==> config.mk <==
export PLATFORM = sky130hd
export DESIGN_NAME = humidity_temp_frame_decoder_core
export DESIGN_NICKNAME = d
export VERILOG_FILES = /design/src/sv/htfd_pkg.sv /design/src/sv/humidity_temp_frame_decoder_core.sv
export SDC_FILE = /design/constraint.sdc
export NUM_CORES = 1
export LEC_CHECK = 0
export ABC_AREA = 1
export ABC_CLOCK_PERIOD_IN_PS = 10800
export BUFFER_PORTS_ARGS = -buffer_cell sky130_fd_sc_hd__buf_2
export CORE_ASPECT_RATIO = 1.4
export CORE_MARGIN = 5
export CORE_UTILIZATION = 54
export DETAILED_ROUTE_END_ITERATION = 10
export GPL_TIMING_DRIVEN = 0
export PLACE_DENSITY_LB_ADDON = 0.1
export SYNTH_ARGS = -nofsm -noshare
export SYNTH_HDL_FRONTEND = slang
export SYNTH_SLANG_ARGS = --single-unit
==> constraint.sdc <==
create_clock -name clock -period 10.8 [get_ports clock]
set_input_delay 0.54 -clock clock [delete_from_list [all_inputs] [get_ports clock]]
set_output_delay 0.54 -clock clock [all_outputs]
set_load 0.1 [all_outputs]
==> src/sv/htfd_pkg.sv <==
// ----------------------------------------------------------------------------
// htfd_pkg
// Types, constants and the CRC-8 byte update for the humidity/temperature
// frame decoder.
// ----------------------------------------------------------------------------
package htfd_pkg;

   typedef logic [7:0]  byte_type;
   typedef logic [15:0] word_type;
   typedef logic [1:0]  status_type;
   typedef logic [2:0]  pos_type;

   localparam byte_type CRC_INIT = 8'hFF;
   localparam byte_type CRC_POLY = 8'h31;

   localparam logic [14:0] T_SCALE    = 15'd21875;
   localparam logic [13:0] H_SCALE    = 14'd12500;
   localparam int          CONV_SHIFT = 13;
   localparam logic [17:0] T_OFFSET   = 18'd45000;

   localparam status_type STATUS_OK      = 2'd0;
   localparam status_type STATUS_T_CRC   = 2'd1;
   localparam status_type STATUS_H_CRC   = 2'd2;

   localparam pos_type POS_T_MSB = 3'd0;
   localparam pos_type POS_T_LSB = 3'd1;
   localparam pos_type POS_T_CRC = 3'd2;
   localparam pos_type POS_H_MSB = 3'd3;
   localparam pos_type POS_H_LSB = 3'd4;
   localparam pos_type POS_H_CRC = 3'd5;

   localparam int RSP_DATA_W = 72;

   function automatic byte_type crc8_update(input byte_type crc, input byte_type b);
      byte_type c;
      c = crc ^ b;
      for (int k = 0; k < 8; k++) begin
         if (c[7]) begin
            c = {c[6:0], 1'b0} ^ CRC_POLY;
         end else begin
            c = {c[6:0], 1'b0};
         end
      end
      return c;
   endfunction

endpackage

==> src/sv/humidity_temp_frame_decoder_core.sv <==
// ----------------------------------------------------------------------------
// humidity_temp_frame_decoder_core
// Decodes six-byte sensor read frames (temperature word, CRC-8, humidity
// word, CRC-8) into raw words, converted values and a CRC status.
// ----------------------------------------------------------------------------
// One request carries one frame byte; a request is accepted every cycle
// while the result side keeps up. The CRC-8 (poly 0x31, init 0xFF) is
// updated as each data byte is accepted. The sixth byte moves the frame into
// a holding stage, and the next stage does the two constant multiplies and
// registers the result.
// frame_start on any byte drops a partial frame and restarts at byte 0.
// Status 1 flags a temperature CRC error, status 2 a humidity CRC error;
// the converted values are then zero while the raw words are still given.
// ----------------------------------------------------------------------------
module humidity_temp_frame_decoder_core (
   input  logic                      clock,
   input  logic                      reset,
   input  logic                      req_tvalid,
   output logic                      req_tready,
   input  htfd_pkg::byte_type        req_tdata,   // [7:0] rx_byte
   input  logic                      req_tuser,   // [0] frame_start
   output logic                      rsp_tvalid,
   input  logic                      rsp_tready,
   output logic [htfd_pkg::RSP_DATA_W-1:0] rsp_tdata, // [17:0] temperature_milli,
                                                  // [34:18] humidity_milli,
                                                  // [50:35] raw_temperature,
                                                  // [66:51] raw_humidity,
                                                  // [71:67] zero
   output htfd_pkg::status_type      rsp_tuser    // [1:0] frame_status
);
   import htfd_pkg::*;

   logic       req_acc;
   logic       out_en;

   pos_type    pos_ff, pos_in, pos_cur;
   byte_type   crc_ff, crc_in, crc_cur, crc_next;
   byte_type   hold_ff, hold_in;
   word_type   tword_ff, tword_in;
   word_type   hword_ff, hword_in;
   logic       tgood_ff, tgood_in;

   logic       s1_vld_ff, s1_vld_in;
   word_type   s1_tword_ff, s1_tword_in;
   word_type   s1_hword_ff, s1_hword_in;
   status_type s1_status_ff, s1_status_in;

   logic       out_vld_ff, out_vld_in;
   logic [17:0] out_t_ff, out_t_in;
   logic [16:0] out_h_ff, out_h_in;
   word_type   out_tword_ff, out_tword_in;
   word_type   out_hword_ff, out_hword_in;
   status_type out_status_ff, out_status_in;

   logic [30:0] t_prod;
   logic [29:0] h_prod;

   assign out_en     = !out_vld_ff || rsp_tready;
   assign req_tready = !s1_vld_ff || out_en;
   assign req_acc    = req_tvalid && req_tready;

   assign pos_cur  = req_tuser ? POS_T_MSB : pos_ff;
   assign crc_cur  = req_tuser ? CRC_INIT : crc_ff;
   assign crc_next = crc8_update(crc_cur, req_tdata);

   always_comb begin
      pos_in       = pos_ff;
      crc_in       = crc_ff;
      hold_in      = hold_ff;
      tword_in     = tword_ff;
      hword_in     = hword_ff;
      tgood_in     = tgood_ff;
      s1_tword_in  = s1_tword_ff;
      s1_hword_in  = s1_hword_ff;
      s1_status_in = s1_status_ff;
      s1_vld_in    = s1_vld_ff && !out_en;
      if (req_acc) begin
         case (pos_cur)
            POS_T_MSB, POS_H_MSB: begin
               crc_in  = crc_next;
               hold_in = req_tdata;
               pos_in  = pos_cur + 3'd1;
            end
            POS_T_LSB: begin
               crc_in   = crc_next;
               tword_in = {hold_ff, req_tdata};
               pos_in   = POS_T_CRC;
            end
            POS_T_CRC: begin
               tgood_in = (crc_cur == req_tdata);
               crc_in   = CRC_INIT;
               pos_in   = POS_H_MSB;
            end
            POS_H_LSB: begin
               crc_in   = crc_next;
               hword_in = {hold_ff, req_tdata};
               pos_in   = POS_H_CRC;
            end
            default: begin
               if (!tgood_ff) begin
                  s1_status_in = STATUS_T_CRC;
               end else if (crc_cur != req_tdata) begin
                  s1_status_in = STATUS_H_CRC;
               end else begin
                  s1_status_in = STATUS_OK;
               end
               s1_tword_in = tword_ff;
               s1_hword_in = hword_ff;
               s1_vld_in   = 1'b1;
               pos_in      = POS_T_MSB;
               crc_in      = CRC_INIT;
               tgood_in    = 1'b0;
            end
         endcase
      end
   end

   assign t_prod = 31'(s1_tword_ff) * 31'(T_SCALE);
   assign h_prod = 30'(s1_hword_ff) * 30'(H_SCALE);

   always_comb begin
      out_vld_in    = out_vld_ff && !rsp_tready;
      out_t_in      = out_t_ff;
      out_h_in      = out_h_ff;
      out_tword_in  = out_tword_ff;
      out_hword_in  = out_hword_ff;
      out_status_in = out_status_ff;
      if (out_en && s1_vld_ff) begin
         out_vld_in    = 1'b1;
         out_tword_in  = s1_tword_ff;
         out_hword_in  = s1_hword_ff;
         out_status_in = s1_status_ff;
         if (s1_status_ff == STATUS_OK) begin
            out_t_in = t_prod[CONV_SHIFT +: 18] - T_OFFSET;
            out_h_in = h_prod[CONV_SHIFT +: 17];
         end else begin
            out_t_in = '0;
            out_h_in = '0;
         end
      end
   end

   always_ff @(posedge clock) begin
      if (reset) begin
         pos_ff     <= POS_T_MSB;
         crc_ff     <= CRC_INIT;
         tgood_ff   <= 1'b0;
         s1_vld_ff  <= 1'b0;
         out_vld_ff <= 1'b0;
      end else begin
         pos_ff     <= pos_in;
         crc_ff     <= crc_in;
         tgood_ff   <= tgood_in;
         s1_vld_ff  <= s1_vld_in;
         out_vld_ff <= out_vld_in;
      end
   end

   always_ff @(posedge clock) begin
      hold_ff       <= hold_in;
      tword_ff      <= tword_in;
      hword_ff      <= hword_in;
      s1_tword_ff   <= s1_tword_in;
      s1_hword_ff   <= s1_hword_in;
      s1_status_ff  <= s1_status_in;
      out_t_ff      <= out_t_in;
      out_h_ff      <= out_h_in;
      out_tword_ff  <= out_tword_in;
      out_hword_ff  <= out_hword_in;
      out_status_ff <= out_status_in;
   end

   assign rsp_tvalid = out_vld_ff;
   assign rsp_tdata  = {5'b0, out_hword_ff, out_tword_ff, out_h_ff, out_t_ff};
   assign rsp_tuser  = out_status_ff;

endmodule
==> reports/qor.yml <==
run_status: "finished clean"
netlist_area_before_placement_sq_mm: 0.0146
grt_pass1_wl_mm: 52.6
final-setup-viol-count: 0
core_area_sq_mm: 0.0267
hold_path_startpoint: "req_tdata[4]"
static-leakage-power_uw: 0.00815
syn_inst: 1540
grt_max_degree: 29
power.total_uw: 1360
ys_ff_latch: 157
most-common-layout-cells: "sky130_fd_sc_hd__inv_1, sky130_fd_sc_hd__nand2_1, sky130_fd_sc_hd__ha_1"
crit_arrival_ps: 6360
synth_enable_flop_cells: 143
finalCriticalPeriod_ps: 6180
finish.instance_area_sq_mm: 0.0161
die_width_microns: 149
num_antenna_cells: 0
routedWlPerCell_microns: 15.5
first_iter_violations: 366
crit_path_start_kind: "register"
maximum_ir_drop_on_the_vdd_rail_mv: 0.138
worst_skew_pair.late_latency_ps: 440
clk_root_buffer_cell: "sky130_fd_sc_hd__clkbuf_16"
place_worst_setup_slack_ps: 4650
postCtsSetupRepairBufs: 0
vias: 10200
timing.critical_path.fanout_max: 6
cts_hold_buffers: 0
max_slew.worst_pin.slew_ps: 1280
maxCapViolations: 0
maxClockFrequency_ghz: 0.162
clock_path_buffers: 2
postSynth.topFlopCell: "sky130_fd_sc_hd__edfxtp_1"
ys_async_sr_fraction_pct: 0
layout.filler_cells: 2270
regToRegSetupSlack_ps: 4620
first_global_vias: 10800
drt.antenna.violating_nets: 0
timing.slew.headroom_pct: 14.5
r2r_start: "s1_tword_ff[11]"
tritoncts_clock_tree: "yes"
antenna_found_initial: 0
cts_made_buffers: 17
synth.lib_cells_used.distinct: 47
syn2layout_area_growth_pct: 10.6
postRouteWirelength_mm: 31.4
initial_core_util_pct: 54.5
layout-drive-gt1-share_pct: 12.0
cts_repair_resize_count: 0
rsz0062_at_grt: "false"
num_rows: 71
h-tree-depth: 4
postLayoutSetupSlackWorst_ps: 4620
worst_clock_skew_ps: 13.2
firstDrtPassIters: 4
timing_worst_setup_path_type: "register to register"
worst_hold_slack_ps: 367
timing.critical_path.to_type: "register"
io-pin-count: 89
drcViolationCount: 0
period_share_pct: 57.2
count_of_clock_tree_sinks: 157
synth_seq_area_share_pct: 31.4
worst_setup_hold_path_clk_slew_ps: 60
setup_total_negative_slack_ps: 0
global_route.usage.total_pct: 22.2
layout_commonest_cell: "sky130_fd_sc_hd__inv_1"
synth-warning-count: 0
power_per_cell_area_mw_per_mm2: 84.3
hp-class: "input port to register"
die-area_sq_mm: 0.0304
die_h_microns: 204
number_of_input_and_output_port_buffers_inserted: 82
placed_cell_area_sq_mm: 0.0155
hold_viol: 0
grt_overflow_total: 0
synth.avg_cell_area_sq_um: 9.47
final_max_slew_viol_count: 0
startpoint: "s1_tword_ff[11]"
drt-vias-per-instance: 5.02
worst_ep_required_time_ps: 10980
finalWeightedCongestion: 0.980
layout.nets: 2016
dp_hpwl_mm: 26.3
==> cells by family (layout without fill, tap and decap cells) <==
| logic type | after synthesis | after routing | share of synthesized area (%) |
|---|---|---|---|
| AOI/OAI and AO/OA | 143 | 143 | 5.65 |
| and+or+nand+nor | 456 | 456 | 13.9 |
| adders and majority gates | 355 | 355 | 37.0 |
| xor gates and xnor gates | 22 | 22 | 1.42 |
| other | 1 | 5 | 0.0257 |
| DFF | 157 | 157 | 31.4 |
| buffers and inverters | 406 | 523 | 10.6 |
==> Yosys cell counts (2+ instances only) <==
master                     instances  area share, %
sky130_fd_sc_hd__a21oi_1          70            2.4
sky130_fd_sc_hd__a21oi_2           4           0.24
sky130_fd_sc_hd__a31oi_1           2          0.086
sky130_fd_sc_hd__and2_1            2          0.086
sky130_fd_sc_hd__buf_4             6           0.31
sky130_fd_sc_hd__clkbuf_1          6           0.15
sky130_fd_sc_hd__clkinv_1          2          0.052
sky130_fd_sc_hd__dfxtp_1          14            1.9
sky130_fd_sc_hd__edfxtp_1        143             29
sky130_fd_sc_hd__fa_1            127             17
sky130_fd_sc_hd__ha_1            228             20
sky130_fd_sc_hd__inv_1           377            9.7
sky130_fd_sc_hd__inv_2            14           0.36
sky130_fd_sc_hd__nand2_1         258            6.6
sky130_fd_sc_hd__nand2_2          25            1.1
sky130_fd_sc_hd__nand3_1          43            1.5
sky130_fd_sc_hd__nand3_2           4           0.27
sky130_fd_sc_hd__nand3b_1          4           0.21
sky130_fd_sc_hd__nand4_1           7           0.30
sky130_fd_sc_hd__nor2_1           78            2.0
sky130_fd_sc_hd__nor2_2           13           0.56
sky130_fd_sc_hd__nor2_4            8           0.62
sky130_fd_sc_hd__nor3_1            7           0.24
sky130_fd_sc_hd__o211ai_1          6           0.31
sky130_fd_sc_hd__o21a_1            7           0.36
sky130_fd_sc_hd__o21ai_0          32            1.1
sky130_fd_sc_hd__o21ai_1           3           0.10
sky130_fd_sc_hd__o21bai_1         10           0.52
sky130_fd_sc_hd__or2_2             3           0.13
sky130_fd_sc_hd__xnor2_1          11           0.66
sky130_fd_sc_hd__xnor2_2           2           0.22
sky130_fd_sc_hd__xor2_1            9           0.54
==> final cells by class <==
cell class | instances | area (sq um) | share of cell area [%]
Multi-Input combinational cell | 981 | 8490 | 52.7
Inverter | 393 | 1480 | 9.15
Buffer | 13 | 72.6 | 0.450
Clock buffer | 20 | 437 | 2.71
Tap cell | 365 | 457 | 2.83
Clock inverter | 12 | 134 | 0.831
Sequential cell | 157 | 4570 | 28.4
Timing Repair Buffer | 85 | 478 | 2.97
==> power breakdown <==
group / total, uW / internal (uW) / switching [uW] / leakage [uW]
clock: 594 / 325 / 269 / 0.000271
sequential: 670 / 666 / 4.35 / 0.00144
combinational: 93.6 / 32.2 / 61.5 / 0.00644
==> critical path, stage by stage (launching register included) <==
cell and delay (ps):
sky130_fd_sc_hd__edfxtp_1 550, sky130_fd_sc_hd__ha_1 450, sky130_fd_sc_hd__inv_1 80, sky130_fd_sc_hd__fa_1 510, sky130_fd_sc_hd__fa_1 440, sky130_fd_sc_hd__fa_1 490
sky130_fd_sc_hd__inv_1 50, sky130_fd_sc_hd__fa_1 540, sky130_fd_sc_hd__inv_1 60, sky130_fd_sc_hd__fa_1 520, sky130_fd_sc_hd__inv_1 40, sky130_fd_sc_hd__ha_1 320
sky130_fd_sc_hd__nand2_1 110, sky130_fd_sc_hd__nor2_1 300, sky130_fd_sc_hd__nand2_1 130, sky130_fd_sc_hd__nor2_1 140, sky130_fd_sc_hd__o21bai_1 80, sky130_fd_sc_hd__nand2_1 140
sky130_fd_sc_hd__inv_1 60, sky130_fd_sc_hd__ha_1 220, sky130_fd_sc_hd__nand2_1 100, sky130_fd_sc_hd__nand2_1 60, sky130_fd_sc_hd__nor2_2 160, sky130_fd_sc_hd__nand3_1 130
sky130_fd_sc_hd__a21oi_1 160, sky130_fd_sc_hd__nor2_1 60
==> stage by stage <==
step	cells	utilization [%]
after floorplan	1544	-
after global placement	1991	57.8
after detailed placement	1994	58.1
after CTS	2026	60.3
after global routing	2026	60.3
final	2026	60.3
==> sequential cells by signal, summed over array words and instances, names as in the netlist <==
| signal | cells |
|---|---|
| s1_status_ff | 2 |
| s1_tword_ff | 16 |
| s1_hword_ff | 16 |
| rsp_tvalid | 1 |
| hold_ff | 8 |
| hword_ff | 16 |
| pos_ff | 3 |
| tgood_ff | 1 |
| out_hword_ff | 16 |
| rsp_tuser | 2 |
| tword_ff | 16 |
| crc_ff | 8 |
| out_t_ff | 18 |
| out_h_ff | 17 |
| s1_vld_ff | 1 |
| out_tword_ff | 16 |
==> layer usage <==
layer | wire, microns | global-route usage, % | part of all wire (%) | vias to the layer above
met1 | 12000 | 24.3 | 38 | 4846
li1 | - | - | - | 5078
met3 | 963 | 2.88 | 3.1 | 62
met2 | 17300 | 43.0 | 55 | 191
met4 | 1140 | 8.64 | 3.6 | 0
met5 | 0 | 0 | 0 | -
==> worst paths after layout <==
path,depth (start not counted),to
worst max-delay path,25,out_t_ff[17]
worst min-delay path,1,hold_ff[4]
worst max register to register,25,out_t_ff[17]
worst min register to register,0,s1_hword_ff[0]
Note: power is estimated with default switching activity, not from simulation.
